[src/rtl/mpe_pkg.sv]
// ----------------------------------------------------------------------------
// Midpoint ellipse package
// Shared constants and types for the midpoint ellipse point generator.
// ----------------------------------------------------------------------------
package mpe_pkg;

    // Width of a plotted coordinate, two's complement
    localparam int PIX_W = 13;

    // Control word of the shared multiply/add unit
    typedef struct packed {
        logic mul_en;   // capture a new product this cycle
        logic sub;      // adder computes opa - opb instead of opa + opb
    } alu_ctl_t;

endpackage

[src/rtl/midpoint_ellipse_point_generator.sv]
// ----------------------------------------------------------------------------
// Midpoint ellipse point generator
// A start squares both radii and forms the first decision value; a step
// updates slopes and decision, and entering region 2 recomputes the decision.
// One shared multiplier and one shared adder are stepped by the sequencer;
// s_ready is high only while the sequencer is idle. Four points follow at
// one per cycle while m_ready is high and overlap the next item's work.
// Synchronous active-low reset returns to idle with no ellipse in progress.
// ----------------------------------------------------------------------------
module midpoint_ellipse_point_generator #(
    parameter int RADIUS_BITS = 10,
    parameter int COORD_BITS  = 11
) (
    input  logic                               aclk,
    input  logic                               aresetn,
    input  logic                               s_valid,
    output logic                               s_ready,
    input  logic                               s_operation,
    input  logic [COORD_BITS-1:0]              s_center_x,
    input  logic [COORD_BITS-1:0]              s_center_y,
    input  logic [RADIUS_BITS-1:0]             s_radius_x,
    input  logic [RADIUS_BITS-1:0]             s_radius_y,
    output logic                               m_valid,
    input  logic                               m_ready,
    output logic signed [mpe_pkg::PIX_W-1:0]   m_pixel_x,
    output logic signed [mpe_pkg::PIX_W-1:0]   m_pixel_y,
    output logic                               m_last_of_group,
    output logic                               m_finished
);
    import mpe_pkg::*;

    localparam int SQ_W    = 2 * RADIUS_BITS;
    localparam int OFS_W   = RADIUS_BITS + 1;
    localparam int MUL_W   = 2 * RADIUS_BITS + 2;
    localparam int SLOPE_W = 3 * RADIUS_BITS + 3;
    localparam int DEC_W   = 4 * RADIUS_BITS + 8;

    typedef enum logic [3:0] {
        PH_IDLE = 4'b0001,
        PH_REG1 = 4'b0010,
        PH_REG2 = 4'b0100,
        PH_DONE = 4'b1000
    } phase_t;

    typedef enum logic [20:0] {
        S_IDLE   = 21'h000001,
        S_SQ_RX  = 21'h000002,
        S_SQ_RY  = 21'h000004,
        S_RXRY   = 21'h000008,
        S_YS     = 21'h000010,
        S_DEC0   = 21'h000020,
        S_QTR    = 21'h000040,
        S_SETTLE = 21'h000080,
        S_RC0    = 21'h000100,
        S_RC1    = 21'h000200,
        S_RC2    = 21'h000400,
        S_RC3    = 21'h000800,
        S_RC4    = 21'h001000,
        S_RC5    = 21'h002000,
        S_RC6    = 21'h004000,
        S_ST_X   = 21'h008000,
        S_ST_Y   = 21'h010000,
        S_ST_DA  = 21'h020000,
        S_ST_DX  = 21'h040000,
        S_ST_DY  = 21'h080000,
        S_EMIT   = 21'h100000
    } state_t;

    state_t                   state_reg, state_next;
    phase_t                   phase_reg, phase_next;

    logic [COORD_BITS-1:0]    cx_reg, cx_next;
    logic [COORD_BITS-1:0]    cy_reg, cy_next;
    logic [RADIUS_BITS-1:0]   rx_reg, rx_next;
    logic [RADIUS_BITS-1:0]   ry_reg, ry_next;
    logic [OFS_W-1:0]         x_reg, x_next;
    logic [RADIUS_BITS-1:0]   y_reg, y_next;
    logic [SQ_W-1:0]          rx_sq_reg, rx_sq_next;
    logic [SQ_W-1:0]          ry_sq_reg, ry_sq_next;
    logic [SLOPE_W-1:0]       xs_reg, xs_next;
    logic [SLOPE_W-1:0]       ys_reg, ys_next;
    logic signed [DEC_W-1:0]  dec_reg, dec_next;
    logic                     diag_reg, diag_next;
    logic                     fin_reg, fin_next;

    alu_ctl_t                 alu_ctl;
    logic [MUL_W-1:0]         mul_a, mul_b;
    logic signed [DEC_W-1:0]  opa, opb;
    logic [2*MUL_W-1:0]       prod;
    logic signed [DEC_W-1:0]  sum;

    logic                     emit_load;
    logic                     emit_busy;
    logic                     in_reg1, in_reg2;
    logic                     move_x, move_y;
    logic [RADIUS_BITS-1:0]   ty_abs;
    logic                     qtr_round;

    assign in_reg1 = (phase_reg == PH_REG1);
    assign in_reg2 = (phase_reg == PH_REG2);
    // Region 1 always moves x, region 2 always moves y; diagonal moves both
    assign move_x  = in_reg1 || diag_reg;
    assign move_y  = in_reg2 || diag_reg;
    // |offset_y - 1|, offset_y never below zero
    assign ty_abs  = (y_reg == '0) ? RADIUS_BITS'(1) : (y_reg - RADIUS_BITS'(1));
    // Round a negative quarter value toward zero
    assign qtr_round = dec_reg[DEC_W-1] && (dec_reg[1:0] != 2'b00);

    assign s_ready = (state_reg == S_IDLE);

    // Sequencer and datapath register updates
    always_comb begin
        state_next = state_reg;
        phase_next = phase_reg;
        cx_next    = cx_reg;
        cy_next    = cy_reg;
        rx_next    = rx_reg;
        ry_next    = ry_reg;
        x_next     = x_reg;
        y_next     = y_reg;
        rx_sq_next = rx_sq_reg;
        ry_sq_next = ry_sq_reg;
        xs_next    = xs_reg;
        ys_next    = ys_reg;
        dec_next   = dec_reg;
        diag_next  = diag_reg;
        fin_next   = fin_reg;
        alu_ctl    = '0;
        mul_a      = '0;
        mul_b      = '0;
        opa        = '0;
        opb        = '0;
        emit_load  = 1'b0;

        case (state_reg)
            S_IDLE: begin
                if (s_valid) begin
                    if (!s_operation) begin
                        cx_next    = s_center_x;
                        cy_next    = s_center_y;
                        rx_next    = s_radius_x;
                        ry_next    = s_radius_y;
                        x_next     = '0;
                        y_next     = s_radius_y;
                        xs_next    = '0;
                        fin_next   = 1'b0;
                        phase_next = PH_REG1;
                        state_next = S_SQ_RX;
                    end else if (in_reg1) begin
                        diag_next  = !dec_reg[DEC_W-1];
                        state_next = S_ST_X;
                    end else if (in_reg2) begin
                        diag_next  = dec_reg[DEC_W-1] || (dec_reg == '0);
                        state_next = S_ST_X;
                    end
                end
            end
            S_SQ_RX: begin
                alu_ctl.mul_en = 1'b1;
                mul_a          = MUL_W'(rx_reg);
                mul_b          = MUL_W'(rx_reg);
                state_next     = S_SQ_RY;
            end
            S_SQ_RY: begin
                rx_sq_next     = prod[SQ_W-1:0];
                alu_ctl.mul_en = 1'b1;
                mul_a          = MUL_W'(ry_reg);
                mul_b          = MUL_W'(ry_reg);
                state_next     = S_RXRY;
            end
            S_RXRY: begin
                ry_sq_next     = prod[SQ_W-1:0];
                alu_ctl.mul_en = 1'b1;
                mul_a          = MUL_W'(rx_sq_reg);
                mul_b          = MUL_W'(ry_reg);
                state_next     = S_YS;
            end
            S_YS: begin
                // prod = rx^2 * ry
                ys_next     = {prod[SLOPE_W-2:0], 1'b0};
                alu_ctl.sub = 1'b1;
                opa         = DEC_W'(ry_sq_reg) << 2;
                opb         = DEC_W'(prod) << 2;
                dec_next    = sum;
                state_next  = S_DEC0;
            end
            S_DEC0: begin
                opa        = dec_reg;
                opb        = DEC_W'(rx_sq_reg);
                dec_next   = sum;
                state_next = S_QTR;
            end
            S_QTR: begin
                opa        = dec_reg >>> 2;
                opb        = DEC_W'(qtr_round);
                dec_next   = sum;
                state_next = S_SETTLE;
            end
            S_SETTLE: begin
                if (in_reg1 && (xs_reg >= ys_reg)) begin
                    phase_next = PH_REG2;
                    state_next = S_RC0;
                end else if (in_reg2 && (y_reg == '0)) begin
                    phase_next = PH_DONE;
                    fin_next   = 1'b1;
                    state_next = S_EMIT;
                end else begin
                    state_next = S_EMIT;
                end
            end
            S_RC0: begin
                alu_ctl.mul_en = 1'b1;
                mul_a          = MUL_W'(ry_reg);
                mul_b          = MUL_W'({x_reg, 1'b1});
                state_next     = S_RC1;
            end
            S_RC1: begin
                alu_ctl.mul_en = 1'b1;
                mul_a          = prod[MUL_W-1:0];
                mul_b          = prod[MUL_W-1:0];
                state_next     = S_RC2;
            end
            S_RC2: begin
                // ry^2 * (2x+1)^2
                opb            = DEC_W'(prod);
                dec_next       = sum;
                alu_ctl.mul_en = 1'b1;
                mul_a          = MUL_W'(rx_reg);
                mul_b          = MUL_W'(ty_abs);
                state_next     = S_RC3;
            end
            S_RC3: begin
                alu_ctl.mul_en = 1'b1;
                mul_a          = prod[MUL_W-1:0];
                mul_b          = prod[MUL_W-1:0];
                state_next     = S_RC4;
            end
            S_RC4: begin
                // + 4 * rx^2 * (y-1)^2
                opa            = dec_reg;
                opb            = DEC_W'(prod) << 2;
                dec_next       = sum;
                alu_ctl.mul_en = 1'b1;
                mul_a          = MUL_W'(rx_reg);
                mul_b          = MUL_W'(ry_reg);
                state_next     = S_RC5;
            end
            S_RC5: begin
                alu_ctl.mul_en = 1'b1;
                mul_a          = prod[MUL_W-1:0];
                mul_b          = prod[MUL_W-1:0];
                state_next     = S_RC6;
            end
            S_RC6: begin
                // - 4 * rx^2 * ry^2
                alu_ctl.sub = 1'b1;
                opa         = dec_reg;
                opb         = DEC_W'(prod) << 2;
                dec_next    = sum;
                state_next  = S_QTR;
            end
            S_ST_X: begin
                if (move_x) begin
                    opa     = DEC_W'(xs_reg);
                    opb     = DEC_W'(ry_sq_reg) << 1;
                    xs_next = sum[SLOPE_W-1:0];
                    x_next  = x_reg + OFS_W'(1);
                end
                state_next = S_ST_Y;
            end
            S_ST_Y: begin
                if (move_y) begin
                    alu_ctl.sub = 1'b1;
                    opa         = DEC_W'(ys_reg);
                    opb         = DEC_W'(rx_sq_reg) << 1;
                    ys_next     = sum[SLOPE_W-1:0];
                    y_next      = y_reg - RADIUS_BITS'(1);
                end
                state_next = S_ST_DA;
            end
            S_ST_DA: begin
                opa        = dec_reg;
                opb        = in_reg1 ? DEC_W'(ry_sq_reg) : DEC_W'(rx_sq_reg);
                dec_next   = sum;
                state_next = S_ST_DX;
            end
            S_ST_DX: begin
                if (move_x) begin
                    opa      = dec_reg;
                    opb      = DEC_W'(xs_reg);
                    dec_next = sum;
                end
                state_next = S_ST_DY;
            end
            S_ST_DY: begin
                if (move_y) begin
                    alu_ctl.sub = 1'b1;
                    opa         = dec_reg;
                    opb         = DEC_W'(ys_reg);
                    dec_next    = sum;
                end
                state_next = S_SETTLE;
            end
            S_EMIT: begin
                // Hand the group over once the emitter is empty
                if (!emit_busy) begin
                    emit_load  = 1'b1;
                    state_next = S_IDLE;
                end
            end
            default: begin
                state_next = S_IDLE;
            end
        endcase
    end

    // Control state
    always_ff @(posedge aclk) begin
        if (!aresetn) begin
            state_reg <= S_IDLE;
            phase_reg <= PH_IDLE;
        end else begin
            state_reg <= state_next;
            phase_reg <= phase_next;
        end
    end

    // Ellipse working registers
    always_ff @(posedge aclk) begin
        cx_reg    <= cx_next;
        cy_reg    <= cy_next;
        rx_reg    <= rx_next;
        ry_reg    <= ry_next;
        x_reg     <= x_next;
        y_reg     <= y_next;
        rx_sq_reg <= rx_sq_next;
        ry_sq_reg <= ry_sq_next;
        xs_reg    <= xs_next;
        ys_reg    <= ys_next;
        dec_reg   <= dec_next;
        diag_reg  <= diag_next;
        fin_reg   <= fin_next;
    end

    mpe_alu #(
        .MUL_W (MUL_W),
        .DEC_W (DEC_W)
    ) u_alu (
        .aclk  (aclk),
        .ctl   (alu_ctl),
        .mul_a (mul_a),
        .mul_b (mul_b),
        .opa   (opa),
        .opb   (opb),
        .prod  (prod),
        .sum   (sum)
    );

    mpe_emit #(
        .COORD_BITS  (COORD_BITS),
        .RADIUS_BITS (RADIUS_BITS)
    ) u_emit (
        .aclk            (aclk),
        .aresetn         (aresetn),
        .load            (emit_load),
        .busy            (emit_busy),
        .center_x        (cx_reg),
        .center_y        (cy_reg),
        .ofs_x           (x_reg),
        .ofs_y           (y_reg),
        .fin             (fin_reg),
        .m_valid         (m_valid),
        .m_ready         (m_ready),
        .m_pixel_x       (m_pixel_x),
        .m_pixel_y       (m_pixel_y),
        .m_last_of_group (m_last_of_group),
        .m_finished      (m_finished)
    );

endmodule

[src/rtl/mpe_alu.sv]
// ----------------------------------------------------------------------------
// Shared arithmetic unit
// One registered multiplier and one wide adder/subtractor, reused by the
// sequencer for every squared term, slope update and decision update.
// ----------------------------------------------------------------------------
module mpe_alu #(
    parameter int MUL_W = 22,
    parameter int DEC_W = 48
) (
    input  logic                          aclk,
    input  mpe_pkg::alu_ctl_t             ctl,
    input  logic [MUL_W-1:0]              mul_a,
    input  logic [MUL_W-1:0]              mul_b,
    input  logic signed [DEC_W-1:0]       opa,
    input  logic signed [DEC_W-1:0]       opb,
    output logic [2*MUL_W-1:0]            prod,
    output logic signed [DEC_W-1:0]       sum
);
    import mpe_pkg::*;

    localparam int PROD_W = 2 * MUL_W;

    logic [PROD_W-1:0] prod_reg;
    logic [PROD_W-1:0] prod_next;

    // Multiply; the product is registered and available in the cycle after issue
    assign prod_next = PROD_W'(mul_a) * PROD_W'(mul_b);

    always_ff @(posedge aclk) begin
        if (ctl.mul_en) begin
            prod_reg <= prod_next;
        end
    end

    assign prod = prod_reg;

    // Add or subtract
    assign sum = ctl.sub ? (opa - opb) : (opa + opb);

endmodule

[src/rtl/mpe_emit.sv]
// ----------------------------------------------------------------------------
// Mirrored point emitter
// Holds one offset pair and the centre, and sends the four mirrored points
// in the order (+x,+y), (-x,+y), (+x,-y), (-x,-y) over the result channel.
// ----------------------------------------------------------------------------
module mpe_emit #(
    parameter int COORD_BITS  = 11,
    parameter int RADIUS_BITS = 10
) (
    input  logic                               aclk,
    input  logic                               aresetn,
    input  logic                               load,
    output logic                               busy,
    input  logic [COORD_BITS-1:0]              center_x,
    input  logic [COORD_BITS-1:0]              center_y,
    input  logic [RADIUS_BITS:0]               ofs_x,
    input  logic [RADIUS_BITS-1:0]             ofs_y,
    input  logic                               fin,
    output logic                               m_valid,
    input  logic                               m_ready,
    output logic signed [mpe_pkg::PIX_W-1:0]   m_pixel_x,
    output logic signed [mpe_pkg::PIX_W-1:0]   m_pixel_y,
    output logic                               m_last_of_group,
    output logic                               m_finished
);
    import mpe_pkg::*;

    localparam int SUM_W = COORD_BITS + PIX_W;

    logic                   valid_reg, valid_next;
    logic [1:0]             idx_reg, idx_next;
    logic [COORD_BITS-1:0]  cx_reg, cy_reg;
    logic [RADIUS_BITS:0]   ox_reg;
    logic [RADIUS_BITS-1:0] oy_reg;
    logic                   fin_reg;
    logic [SUM_W-1:0]       px_sum, py_sum;

    // Advance through the four points, reload when empty
    always_comb begin
        valid_next = valid_reg;
        idx_next   = idx_reg;
        if (valid_reg && m_ready) begin
            if (idx_reg == 2'd3) begin
                valid_next = 1'b0;
            end
            idx_next = idx_reg + 2'd1;
        end
        if (load && !valid_reg) begin
            valid_next = 1'b1;
            idx_next   = 2'd0;
        end
    end

    always_ff @(posedge aclk) begin
        if (!aresetn) begin
            valid_reg <= 1'b0;
            idx_reg   <= 2'd0;
        end else begin
            valid_reg <= valid_next;
            idx_reg   <= idx_next;
        end
    end

    // Hold the point data of the current group
    always_ff @(posedge aclk) begin
        if (load && !valid_reg) begin
            cx_reg  <= center_x;
            cy_reg  <= center_y;
            ox_reg  <= ofs_x;
            oy_reg  <= ofs_y;
            fin_reg <= fin;
        end
    end

    // Mirror: bit 0 of the index negates x, bit 1 negates y
    assign px_sum = idx_reg[0] ? (SUM_W'(cx_reg) - SUM_W'(ox_reg))
                               : (SUM_W'(cx_reg) + SUM_W'(ox_reg));
    assign py_sum = idx_reg[1] ? (SUM_W'(cy_reg) - SUM_W'(oy_reg))
                               : (SUM_W'(cy_reg) + SUM_W'(oy_reg));

    assign busy            = valid_reg;
    assign m_valid         = valid_reg;
    assign m_pixel_x       = px_sum[PIX_W-1:0];
    assign m_pixel_y       = py_sum[PIX_W-1:0];
    assign m_last_of_group = (idx_reg == 2'd3);
    assign m_finished      = fin_reg;

endmodule

[config.mk]
export PLATFORM = sky130hd
export DESIGN_NAME = midpoint_ellipse_point_generator
export DESIGN_NICKNAME = d
export VERILOG_FILES = /design/src/rtl/mpe_pkg.sv /design/src/rtl/midpoint_ellipse_point_generator.sv /design/src/rtl/mpe_alu.sv /design/src/rtl/mpe_emit.sv
export SDC_FILE = /design/constraint.sdc
export NUM_CORES = 2
export LEC_CHECK = 0
export BUFFER_PORTS_ARGS = -buffer_cell sky130_fd_sc_hd__buf_2
export CORE_ASPECT_RATIO = 1.4
export CORE_UTILIZATION = 62
export DETAILED_ROUTE_END_ITERATION = 6
export PLACE_DENSITY = 0.91
export RECOVER_POWER = 25
export SETUP_SLACK_MARGIN = 0.05
export SYNTH_ARGS = -nofsm -noshare
export SYNTH_HDL_FRONTEND = slang
export SYNTH_HIERARCHICAL = 1
export SYNTH_SLANG_ARGS = --single-unit
[constraint.sdc]
create_clock -name aclk -period 9.7 [get_ports aclk]
set_clock_uncertainty 0.15 [all_clocks]
set_input_delay 0.485 -clock aclk [delete_from_list [all_inputs] [get_ports aclk]]
set_output_delay 0.485 -clock aclk [all_outputs]
set_load 0.005 [all_outputs]
==> reports/metrics.csv <==
metric,value,unit
whs_path_depth,2,
synth.top_cell.area_share,0.246,
setup_violations,0,
avgViaCountPerCell,6.62,
layout-drive-gt1-share,0.0673,
grt_start_max_net_pins,57,
power_density,76.7,nW/µm²
finalMaxSlewViolations,0,
crit_fanout,33,
yosysTopAreaCell,edfxtp_1,
overflow,0,
fillers,4458,
start_util,0.627,
share_comb_of_total_power,0.040,
synthCells,3934,
tightest_slew,1080,ps
crit_type,reg2reg,
internal_power,2.37,mW
vdd.ir_drop.worst,0.119,mV
hold_violations,0,
register_area,9780,µm²
cellLeakagePower,18.5,nW
first_pass_iters,7,
placed_area,38800,µm²
fmax,0.108,GHz
violations,design-rule violations,
die_h,293,µm
drv_cap,0,
syn_area,37400,µm²
post_drt_wl_per_cell,23.8,µm
yosysWarnings,6,
cp.arrival,9500,ps
ctsRootBufferMaster,clkbuf_16,
drt-initial-drc-count,3577,
post-synth-top-count-cell,nand2_1,
ant_nets,0,
ys_types,94,
cts_buffers,31,
p_clk_frac,0.438,
io_pins,77,
p_sw,718,µW
crit_path_start_kind,flip-flop,
die_area,61300,µm²
min_period_over_period,0.951,
cts_tree,built,
fin_worst_hold_slack,121,ps
ys_ff_latch,335,
gp_congestion,1.04,
die_w,210,µm
row_count,106,
routed_wl,113,mm
avgSynthCellArea,9.51,µm²
rr_worst_depth,26,
largest_reg_flops,48,
cp.required,9970,ps
first_global_vias,32200,
period_minus_slack,9230,ps
clockBufferDepth,3,
clk_pin_slew,70,ps
htreeDepth,1,
grt_antenna_before_repair,2,
synth_edf_count,307,
rsz0062_at_grt,false,
fin_nets,4720,
status,"finished, violations left",
postCtsSetupRepairBufs,0,
num_vias,31500,
dp_hpwl,86.0,mm
slew_headroom,0.272,
drc,1,
portBuffers,76,
clock_sinks,335,
power_frac_seq,0.522,
clock_latency,620,ps
yosysSeqAreaShare,0.261,
stdcell_area,40300,µm²
diodes,0,
area_growth,7.73,%
end_kind,flip-flop,
synthTopCellsByCount,"548 x nand2_1, 501 x inv_1, 402 x fa_1, 318 x and2_1, 307 x edfxtp_1",
hold_path_class,in2reg,
synth.area.top_cells,"edfxtp_1 25%, fa_1 22%, ha_1 9.5%, nand2_1 5.5%, and2_1 5.3%",
grt_pass1_wl,175,mm
setup_tns,0,ps
synthArstFlopShare,0,
track_usage,0.369,
coreArea,59700,µm²
synth_ff_type,edfxtp_1,
multi_input_area,25000,µm²
p_sw_frac,0.232,
[power by group through the flow]
stage / sequential [mW] / combinational (mW) / clock [mW]
after floorplan: 1.63 / 0.0635 / 0
after global placement: 1.64 / 0.104 / 0
after detailed placement: 1.64 / 0.107 / 0
after CTS: 1.61 / 0.121 / 1.35
after global routing: 1.61 / 0.132 / 1.40
final: 1.61 / 0.124 / 1.35
[stage by stage]
stage / instances / utilization / total power, mW / setup slack (ps)
after detailed placement: 4666 / 0.650 / 1.75 / 274
after global routing: 4766 / 0.675 / 3.15 / 82.6
final: 4766 / 0.675 / 3.09 / 474
after CTS: 4766 / 0.676 / 3.08 / 210
after floorplan: 3936 / - / 1.70 / 750
after global placement: 4666 / 0.650 / 1.75 / 475
[cell type report]
class | instances | area share
repair buffers | 227 | 0.0404
inverters | 502 | 0.0468
clock buffers | 34 | 0.0195
clock inverters | 23 | 0.00767
multi-input cells | 2889 | 0.620
well taps | 756 | 0.0235
flip-flops and latches | 335 | 0.243
[path summary, 6_finish.rpt]
check,end,start,slack (ps)
max reg2reg,u_alu/prod[41]$_DFFE_PP_,state_reg[4]$_SDFFE_PN0P_,470
max,u_alu/prod[41]$_DFFE_PP_,state_reg[4]$_SDFFE_PN0P_,470
min reg2reg,u_emit/cx_reg[8]$_DFFE_PP_,cx_reg[8]$_DFFE_PP_,270
min,phase_reg[0]$_SDFFE_PN1P_,aresetn,120
[layer usage]
layer | vias up | track usage | routed length (µm)
met5 | - | 0 | 11
met4 | 2 | 0.276 | 9900
met3 | 620 | 0.0633 | 11400
met2 | 2177 | 0.621 | 54400
met1 | 15200 | 0.422 | 37600
li1 | 13500 | - | -
[critical path, cell delays in order (launching register included)]
cell and delay [ps]:
dfxtp_1 350, or4_1 620, nor4_1 330, and4bb_2 290, buf_4 380, a21o_1 510, buf_12 240, and2_1 160
fa_1 430, inv_1 90, fa_1 450, fa_1 520, inv_1 60, fa_1 550, fa_1 440, fa_1 500
inv_1 90, fa_1 510, inv_1 50, ha_1 360, and4_1 280, a221o_1 370, a2111oi_0 420, a21oi_1 200
a31oi_2 290, mux2i_1 110, nor4_1 270
[logic make-up (layout without fill, tap and decap cells)]
group,Yosys count,in the layout,share of synthesized area
multiplexers,8,8,0.00217
XOR/XNOR,168,168,0.0395
AND/OR/NAND/NOR,1321,1321,0.177
adder cells (fa/ha/maj),687,687,0.310
AO/OA/AOI/OAI,702,702,0.135
flip-flops,335,335,0.261
other,1,3,0.000100
buffers and inverters,712,786,0.0735
[cells in the final DEF, fill, tap and decap left out, types with 10 or more instances in the layout]
cell type and count:
clkbuf_1 25, inv_1 500, o21bai_1 22, fa_1 402
edfxtp_1 307, a222oi_1 22, ha_1 285, nor2_1 128
xor2_1 43, nor3_1 52, o21a_1 18, nand3_1 52
nand2_1 545, a21oi_1 147, nand4_1 32, a211oi_1 19
and3_1 20, and2_1 319, a22oi_1 34, dfxtp_1 28
a221oi_1 28, o211ai_1 15, a32oi_1 19, nor4_1 34
nor2b_1 24, buf_2 56, or4_1 10, a21o_1 55
a221o_1 42, or3_1 16, a22o_1 59, clkbuf_16 31
nand2b_1 16, dlygate4sd3_1 43, a32o_1 20, a31oi_1 26
xnor2_1 124, o21ai_0 95, nor3b_1 12, buf_4 103
[timing repair]
item	CTS	global route
resized for setup	0	9
hold endpoints to repair	43	0
hold buffers	43	0
endpoints found under the setup margin	0	10
(Power assumes the default switching activity.)
